<file path="src/rtl/cac_pkg.sv">
// Shared types and constants for the circular array deque core.
`default_nettype none

package cac_pkg;

  localparam int DataW       = 32;
  localparam int IdxW        = 5;
  localparam int CountW      = 5;
  localparam int DefCapacity = 16;

  typedef enum logic [1:0] {
    CMD_GET    = 2'd0,
    CMD_SET    = 2'd1,
    CMD_INSERT = 2'd2,
    CMD_REMOVE = 2'd3
  } cmd_e;

  typedef enum logic [1:0] {
    ST_OK    = 2'd0,
    ST_RANGE = 2'd1,
    ST_FULL  = 2'd2
  } status_e;

  typedef struct packed {
    cmd_e                     cmd;
    logic [IdxW-1:0]          index;
    logic signed [DataW-1:0]  value;
  } req_t;

  typedef struct packed {
    logic signed [DataW-1:0]  data;
    status_e                  status;
    logic [CountW-1:0]        count;
  } rsp_t;

  // Per-command control broadcast to every cell of the chain.
  typedef struct packed {
    logic                     set_en;
    logic                     ins_en;
    logic                     rem_en;
    logic [IdxW-1:0]          idx;
    logic [DataW-1:0]         value;
  } cell_ctrl_t;

endpackage

`default_nettype wire

</file>
<file path="src/rtl/cac_cell.sv">
// One storage cell of the deque chain: holds one element at a fixed logical position.
`default_nettype none

module cac_cell #(
  parameter int POS = 0,
  parameter int PW  = 5
) (
  input  wire logic                       clk_i,
  input  wire cac_pkg::cell_ctrl_t        ctrl_i,
  input  wire logic [cac_pkg::DataW-1:0]  prev_i,
  input  wire logic [cac_pkg::DataW-1:0]  next_i,
  output logic      [cac_pkg::DataW-1:0]  data_o,
  output logic      [cac_pkg::DataW-1:0]  rd_o
);
  import cac_pkg::*;

  localparam int XW = (PW > IdxW) ? PW : IdxW;

  logic [DataW-1:0] data_q, data_d;
  logic [XW-1:0]    idx_x;
  logic [XW-1:0]    pos_x;
  logic             hit;
  logic             above;

  assign idx_x = XW'(ctrl_i.idx);
  assign pos_x = XW'(POS);
  assign hit   = (idx_x == pos_x);
  assign above = (pos_x > idx_x);

  always_comb begin
    data_d = data_q;
    if (ctrl_i.set_en && hit) begin
      data_d = ctrl_i.value;
    end else if (ctrl_i.ins_en) begin
      // open a gap at the index: take the element from the left neighbor
      if (hit) begin
        data_d = ctrl_i.value;
      end else if (above) begin
        data_d = prev_i;
      end
    end else if (ctrl_i.rem_en && (hit || above)) begin
      // close the gap: take the element from the right neighbor
      data_d = next_i;
    end
  end

  always_ff @(posedge clk_i) begin
    data_q <= data_d;
  end

  assign data_o = data_q;
  assign rd_o   = hit ? data_q : '0;

endmodule

`default_nettype wire

</file>
<file path="src/rtl/circular_array_deque_core.sv">
// Top level of the fixed-capacity deque: command register, fill count and the cell chain.
`default_nettype none

// Fixed-capacity deque with get, set, insert-at-index and remove-at-index.
// Elements sit in logical order in a row of CAPACITY cells; an insert or a
// removal moves every element past the index by one cell at once, each cell
// taking its neighbor's value. A beat is accepted when start_i is high and
// busy_o is low, busy_o then stays high for one cycle while the chain
// executes, and the result beat appears on rsp_o with done_o high for
// exactly one cycle in the cycle after that. The result cannot be stalled,
// so sample it whenever done_o is high. A new command may be started in the
// cycle done_o is high; no beat is taken while busy_o is high. rsp_o.data
// carries the element read, the value written or inserted, or the element
// removed, and zero on any error. Errors (bad index, insert into a full
// deque) change nothing. The cells hold no reset value; only positions below
// the fill count are ever read.
module circular_array_deque_core #(
  parameter int CAPACITY = cac_pkg::DefCapacity
) (
  input  wire logic          clk_i,
  input  wire logic          rst_ni,
  input  wire logic          start_i,
  input  wire cac_pkg::req_t req_i,
  output logic               busy_o,
  output logic               done_o,
  output cac_pkg::rsp_t      rsp_o
);
  import cac_pkg::*;

  localparam int FW = $clog2(CAPACITY + 1);
  localparam int CW = (FW > IdxW) ? FW : IdxW;
  localparam int PW = (CAPACITY > 1) ? $clog2(CAPACITY) : 1;

  // command register
  logic       exec_q;
  req_t       req_q;
  logic       accept;

  // fill count and result
  logic [FW-1:0] fill_q, fill_d;
  rsp_t          rsp_q, rsp_d;
  logic          done_q;

  logic [CW-1:0] idx_c;
  logic [CW-1:0] fill_c;
  logic          in_range;
  logic          full;
  status_e       status_c;
  cell_ctrl_t    ctrl;

  logic [DataW-1:0] cell_data [CAPACITY];
  logic [DataW-1:0] cell_rd   [CAPACITY];
  logic [DataW-1:0] rd_data;

  assign accept = start_i && !exec_q;

  always_ff @(posedge clk_i or negedge rst_ni) begin
    if (!rst_ni) begin
      exec_q <= 1'b0;
    end else begin
      exec_q <= accept;
    end
  end

  // hold the command beat for the execute cycle
  always_ff @(posedge clk_i) begin
    if (accept) begin
      req_q <= req_i;
    end
  end

  // range and capacity checks
  assign idx_c  = CW'(req_q.index);
  assign fill_c = CW'(fill_q);
  assign full   = (fill_q == FW'(CAPACITY));

  always_comb begin
    if (req_q.cmd == CMD_INSERT) begin
      in_range = (idx_c <= fill_c);
    end else begin
      in_range = (idx_c < fill_c);
    end
    if (!in_range) begin
      status_c = ST_RANGE;
    end else if ((req_q.cmd == CMD_INSERT) && full) begin
      status_c = ST_FULL;
    end else begin
      status_c = ST_OK;
    end
  end

  // broadcast to the chain only on a good command
  always_comb begin
    ctrl        = '0;
    ctrl.idx    = req_q.index;
    ctrl.value  = req_q.value;
    if (exec_q && (status_c == ST_OK)) begin
      case (req_q.cmd)
        CMD_SET:    ctrl.set_en = 1'b1;
        CMD_INSERT: ctrl.ins_en = 1'b1;
        CMD_REMOVE: ctrl.rem_en = 1'b1;
        default:    ctrl.set_en = 1'b0;
      endcase
    end
  end

  // the cell chain
  for (genvar p = 0; p < CAPACITY; p++) begin : g_cell
    logic [DataW-1:0] prev_w;
    logic [DataW-1:0] next_w;

    if (p == 0) begin : g_first
      assign prev_w = '0;
    end else begin : g_prev
      assign prev_w = cell_data[p-1];
    end

    if (p == CAPACITY - 1) begin : g_last
      assign next_w = '0;
    end else begin : g_next
      assign next_w = cell_data[p+1];
    end

    cac_cell #(
      .POS (p),
      .PW  (PW)
    ) u_cell (
      .clk_i  (clk_i),
      .ctrl_i (ctrl),
      .prev_i (prev_w),
      .next_i (next_w),
      .data_o (cell_data[p]),
      .rd_o   (cell_rd[p])
    );
  end

  // only the addressed cell drives a nonzero read word
  always_comb begin
    rd_data = '0;
    for (int p = 0; p < CAPACITY; p++) begin
      rd_data = rd_data | cell_rd[p];
    end
  end

  // next fill count and result beat
  always_comb begin
    fill_d       = fill_q;
    rsp_d.status = status_c;
    rsp_d.data   = '0;
    if (status_c == ST_OK) begin
      case (req_q.cmd)
        CMD_GET: begin
          rsp_d.data = rd_data;
        end
        CMD_SET: begin
          rsp_d.data = req_q.value;
        end
        CMD_INSERT: begin
          rsp_d.data = req_q.value;
          fill_d     = fill_q + FW'(1);
        end
        CMD_REMOVE: begin
          rsp_d.data = rd_data;
          fill_d     = fill_q - FW'(1);
        end
        default: begin
          rsp_d.data = '0;
        end
      endcase
    end
    rsp_d.count = CountW'(fill_d);
  end

  always_ff @(posedge clk_i or negedge rst_ni) begin
    if (!rst_ni) begin
      fill_q <= '0;
      done_q <= 1'b0;
    end else begin
      done_q <= exec_q;
      if (exec_q) begin
        fill_q <= fill_d;
      end
    end
  end

  always_ff @(posedge clk_i) begin
    if (exec_q) begin
      rsp_q <= rsp_d;
    end
  end

  assign busy_o = exec_q;
  assign done_o = done_q;
  assign rsp_o  = rsp_q;

  // an accepted beat always produces a result beat, through the execute register and then the done register
  a_result_follows: assert property (@(posedge clk_i) disable iff (!rst_ni)
    (start_i && !busy_o) |=> ##1 done_o)
    else $error("accepted command produced no result beat");

  // the fill count never exceeds the capacity
  a_fill_bound: assert property (@(posedge clk_i) disable iff (!rst_ni)
    fill_q <= FW'(CAPACITY))
    else $error("fill count above capacity");

  // a flagged command leaves the fill count untouched
  a_error_no_change: assert property (@(posedge clk_i) disable iff (!rst_ni)
    (done_q && (rsp_q.status != ST_OK)) |-> $stable(fill_q))
    else $error("errored command changed the fill count");

  // the reported count matches the stored fill count
  a_count_match: assert property (@(posedge clk_i) disable iff (!rst_ni)
    done_q |-> (rsp_q.count == CountW'(fill_q)))
    else $error("reported count differs from fill count");

  // no two commands execute back to back
  a_one_at_a_time: assert property (@(posedge clk_i) disable iff (!rst_ni)
    exec_q |=> !exec_q)
    else $error("command executed in consecutive cycles");

endmodule

`default_nettype wire

</file>
<file path="config.mk">
export PLATFORM = sky130hd
export DESIGN_NAME = circular_array_deque_core
export DESIGN_NICKNAME = d
export VERILOG_FILES = /design/src/rtl/cac_pkg.sv /design/src/rtl/cac_cell.sv /design/src/rtl/circular_array_deque_core.sv
export SDC_FILE = /design/constraint.sdc
export NUM_CORES = 2
export LEC_CHECK = 0
export BUFFER_PORTS_ARGS = -buffer_cell sky130_fd_sc_hd__buf_2
export CAP_MARGIN = 5
export CELL_PAD_IN_SITES_DETAIL_PLACEMENT = 1
export CELL_PAD_IN_SITES_GLOBAL_PLACEMENT = 2
export CORE_MARGIN = 3
export CORE_UTILIZATION = 25
export DETAILED_ROUTE_END_ITERATION = 16
export GPL_TIMING_DRIVEN = 0
export PLACE_DENSITY = 0.52
export SYNTH_ARGS = -nofsm -noshare
export SYNTH_HDL_FRONTEND = slang
export SYNTH_SLANG_ARGS = --single-unit
export TNS_END_PERCENT = 10
</file>
<file path="constraint.sdc">
create_clock -name clk_i -period 9.09 [get_ports clk_i]
set_input_delay 2.727 -clock clk_i [delete_from_list [all_inputs] [get_ports clk_i]]
set_output_delay 2.727 -clock clk_i [all_outputs]
set_load 0.01 [all_outputs]
</file>
==> results.json <==
{
  "crit_top_cell": "sky130_fd_sc_hd__buf_2",
  "wire_length_of_the_first_global_routing_pass_um": 284000,
  "overflow": 0,
  "die_width_um": 364,
  "grt_setup_unrepaired": "no",
  "muxShareOfSynthArea_pct": 1.49,
  "compound_gate_fraction_of_synth_area_pct": 22.2,
  "rrSetupSlack_ps": 3080,
  "mappedNetlistArea_um2": 32000,
  "hold_fix_buffer_count_after_cts": 0,
  "worstMarginPinSlew_ps": 1520,
  "grt_use_total_pct": 32.1,
  "whs_path_depth": 1,
  "reg2regPathDepth": 16,
  "cts_resized": 0,
  "synthesis.nets": 3035,
  "finalHoldViolations": 0,
  "crit_path_top_delay_cell": "sky130_fd_sc_hd__a21oi_4",
  "antenna_found_initial": 24,
  "fin_skew_ps": 38.7,
  "rr_endpoint": "g_cell[10].u_cell.data_o[8]$_DFFE_PP_",
  "multiInputGateArea_um2": 13000,
  "p_total_mw": 8.49,
  "timing.max_slew.rel_slack_pct": -1.27,
  "place.gp.congestion": 0.960,
  "finalCritPeriodShare_pct": 66.2,
  "grt_max_degree": 27,
  "crit_path_start_kind": "flop",
  "clk_path_buf_depth": 3,
  "post_route_cells_drive_above_1_share_pct": 18.5,
  "detailedRoute.firstPassIterationCount": 8,
  "layout.nets": 3266,
  "route.final.wire_length_um": 218000,
  "type_of_the_most_critical_hold_path": "flop to flop",
  "yosysSeqAreaShare_pct": 55.9,
  "yosys.area_share.adder_pct": 0.493,
  "boundaryPins": 83,
  "clock-root-buffer": "sky130_fd_sc_hd__clkbuf_16",
  "cts_setup_buffers": 0,
  "post_synth.cell_area_avg_um2": 10.7,
  "synth_top_flop_cell": "sky130_fd_sc_hd__edfxtp_1",
  "status": "finished, violations left",
  "power.static_leakage_nw": 12.7,
  "worst_setup_hold_path_clk_slew_ps": 60,
  "hpwl_detailed_um": 149000,
  "violations": "capacitance limit, slew limit",
  "floorplan.initialDensity_pct": 25.3,
  "r2r_startpoint": "idx_c[0]$_DFFE_PP_",
  "synthDistinctLibCells": 70,
  "critPathBufInv": 9,
  "yosys.area_share.simple_pct": 15.6,
  "syn2layout_area_growth_pct": 20.4,
  "crit_path_cell_trace": "buf_2 > inv_1 > clkbuf_1 > ha_1 > nor2b_1 > o21a_1 > o31ai_4 > inv_2 > buf_2 > nor2_1 > nand2_1 > clkbuf_1 > buf_2 > a21oi_4 > buf_12 > buf_16",
  "die_area_um2": 132000,
  "synth-seq-cells": 597,
  "synthCells": 2981,
  "ys_async_sr_fraction_pct": 1.17,
  "count_of_buffers_from_port_buffering": 82,
  "drtAntennaViolNets": 0,
  "wl_per_cell_um": 44.1,
  "cts_inserted_buffers": 83,
  "placement_rows": 130,
  "drt_iter0_drc": 4334,
  "vert_die_dim_um": 364,
  "p_per_area_nw_per_um2": 220,
  "worstSetupPathType": "flop to flop",
  "grt_pass1_vias": 30000,
  "setup_total_negative_slack_ps": 0,
  "critical-path-max-stage-delay_ps": 650,
  "clk_sink_count": 597,
  "coreArea_um2": 126000,
  "via_count": 30400,
  "worst-endpoint-arrival_ps": 6400,
  "worstPathMaxFanout": 13,
  "max_h_tree_level": 3,
  "worst_skew_late_latency_ps": 710,
  "post-route-drc-count": 0,
  "drt-vias-per-instance": 6.14,
  "vdd_drop_max_uv": 124,
  "number_of_flops_mapped_to_enable_cells_by_yosys": 590,
  "yosys_warnings": 0,
  "max_freq_mhz": 166,
  "synth_top_family_by_area": "compound AO/OA/AOI/OAI gates",
  "critical_path_depth": 16,
  "worstPathRequired_ps": 9480,
  "final.min_clock_period_ps": 6010,
  "worst_setup_path_endpoint": "g_cell[10].u_cell.data_o[8]$_DFFE_PP_",
  "sequential_cell_area_um2": 17900,
  "timing.final.max_slew_violations": 31,
  "cts_tree": "yes",
  "synth_xor_area_share_pct": 0.137,
  "drv.max_cap_violation_count": 3,
  "fillCellCount": 14000,
  "cp_top_family": "buffers and inverters",
  "crit_path_end_kind": "flop",
  "timing.critical_path.from": "idx_c[0]$_DFFE_PP_",
  "setup_violators_final": 0
}
## synth_stat cells (4+ instances only)
library cell                  n  share of area [%]
sky130_fd_sc_hd__a211oi_1   320                7.5
sky130_fd_sc_hd__inv_1       11               0.13
sky130_fd_sc_hd__o22a_1       5               0.14
sky130_fd_sc_hd__nor3_1      17               0.27
sky130_fd_sc_hd__buf_4       12               0.28
sky130_fd_sc_hd__dfrtp_1      7               0.55
sky130_fd_sc_hd__o22ai_1      8               0.16
sky130_fd_sc_hd__nor2_1     987                 12
sky130_fd_sc_hd__buf_6       19               0.67
sky130_fd_sc_hd__a21oi_1     54               0.84
sky130_fd_sc_hd__a221oi_1    25               0.68
sky130_fd_sc_hd__mux2_2      13               0.46
sky130_fd_sc_hd__buf_2       85                1.3
sky130_fd_sc_hd__a2111oi_4    4               0.34
sky130_fd_sc_hd__o32ai_1      4               0.11
sky130_fd_sc_hd__mux2i_1     33                1.0
sky130_fd_sc_hd__a211oi_2   125                4.9
sky130_fd_sc_hd__and3_1       7               0.14
sky130_fd_sc_hd__o21ai_0     31               0.48
sky130_fd_sc_hd__a22o_1      88                2.4
sky130_fd_sc_hd__xnor2_1      5               0.14
sky130_fd_sc_hd__a22oi_1    123                2.9
sky130_fd_sc_hd__nor2b_1      8               0.16
sky130_fd_sc_hd__clkbuf_1   143                1.7
sky130_fd_sc_hd__edfxtp_1   590                 55
sky130_fd_sc_hd__a222oi_1    15               0.47
sky130_fd_sc_hd__o211a_1     11               0.34
sky130_fd_sc_hd__nor4_4       9               0.60
sky130_fd_sc_hd__nand4_1     44               0.86
sky130_fd_sc_hd__ha_1        11               0.43
sky130_fd_sc_hd__or3_1        4              0.078
sky130_fd_sc_hd__nand2_1     72               0.84
sky130_fd_sc_hd__a32oi_1      5               0.14
sky130_fd_sc_hd__nand3_1     19               0.30
sky130_fd_sc_hd__a31oi_1     10               0.20
## state kept, by name, summed over array words and instances, names as in the netlist
register              count
rsp_o                    39
fill_c                    5
idx_c                     5
g_cell.u_cell.data_o    512
busy_o                    1
done_o                    1
ctrl                     32
req_q                     2
## cell families (layout without fill, tap and decap cells)
| family | after synthesis | after routing |
|---|---|---|
| muxes | 46 | 46 |
| buffers and inverters | 276 | 572 |
| DFF | 597 | 597 |
| and+or+nand+nor | 1196 | 1196 |
| AOI/OAI and AO/OA | 849 | 849 |
| adders and majority gates | 12 | 12 |
| other | 0 | 12 |
| xor gates and xnor gates | 5 | 5 |
## cells in the final DEF (no fill, tap or decap), types with 16 or more instances in the layout
master,netlist,final
sky130_fd_sc_hd__nor2_1,987,974
sky130_fd_sc_hd__edfxtp_1,590,590
sky130_fd_sc_hd__a211oi_1,320,320
sky130_fd_sc_hd__buf_2,85,170
sky130_fd_sc_hd__clkbuf_1,143,130
sky130_fd_sc_hd__a211oi_2,125,125
sky130_fd_sc_hd__a22oi_1,123,123
sky130_fd_sc_hd__a22o_1,88,88
sky130_fd_sc_hd__clkbuf_16,0,86
sky130_fd_sc_hd__nand2_1,72,72
sky130_fd_sc_hd__a21oi_1,54,46
sky130_fd_sc_hd__nand4_1,44,44
sky130_fd_sc_hd__clkbuf_2,0,37
sky130_fd_sc_hd__mux2i_1,33,33
sky130_fd_sc_hd__o21ai_0,31,31
sky130_fd_sc_hd__buf_6,19,25
sky130_fd_sc_hd__a221oi_1,25,25
sky130_fd_sc_hd__buf_4,12,20
sky130_fd_sc_hd__buf_12,0,20
sky130_fd_sc_hd__clkinv_1,2,19
sky130_fd_sc_hd__nand3_1,19,19
sky130_fd_sc_hd__nor3_1,17,16
## report_power, final
group	total, mW	switching (mW)	leakage [nW]	internal, mW
Sequential	3.36	0.115	5.47	3.24
Clock	3.34	1.40	1.29	1.95
Combinational	1.79	1.33	5.93	0.465
Total	8.49	2.84	12.7	5.65
## how the worst min path moves through the flow
stage	startpoint	endpoint	slack, ps
2_1_floorplan	fill_c[4]$_DFFE_PN0P_	fill_c[4]$_DFFE_PN0P_	500
3_3_place_gp	fill_c[4]$_DFFE_PN0P_	fill_c[4]$_DFFE_PN0P_	560
3_5_place_dp	fill_c[4]$_DFFE_PN0P_	fill_c[4]$_DFFE_PN0P_	560
4_1_cts	fill_c[4]$_DFFE_PN0P_	fill_c[4]$_DFFE_PN0P_	560
5_1_grt	fill_c[4]$_DFFE_PN0P_	fill_c[4]$_DFFE_PN0P_	610
6_report	fill_c[4]$_DFFE_PN0P_	fill_c[4]$_DFFE_PN0P_	580
## final cells by class
cell class / count / share of cell area [%]
diodes: 12 / 0.0779
plain buffers: 262 / 3.44
clock buffers: 112 / 5.89
clock inverters: 38 / 1.01
inverters: 14 / 0.136
multi-input cells: 2108 / 33.6
flip-flops and latches: 597 / 46.4
well taps: 1650 / 5.36
repair buffers: 146 / 4.04
## through the flow
stage | instances | worst slack [ps] | hold slack (ps) | utilization [%] | area [µm²]
global route | 4928 | 3110 | 607 | 30.5 | 38500
floorplan | 2981 | 851 | 504 | - | 32000
finish | 4939 | 3080 | 579 | 30.5 | 38500
CTS | 4924 | 3160 | 564 | 30.4 | 38500
global placement | 4713 | -10720 | 562 | 27.3 | 34500
detailed placement | 4774 | 3170 | 557 | 28.3 | 35800
## per-layer routing
metal  track usage, %  vias up  part of all wire [%]  routed length [µm]
met2             48.7     2105                    44               94900
met1             42.3    15900                    41               89300
li1                 -    11800                     -                   -
met3             8.26      511                   9.8               21300
met5            0.399        -                 0.047                 103
met4             16.1        8                   5.7               12400
No activity file was read; power rests on OpenSTA's default activity.
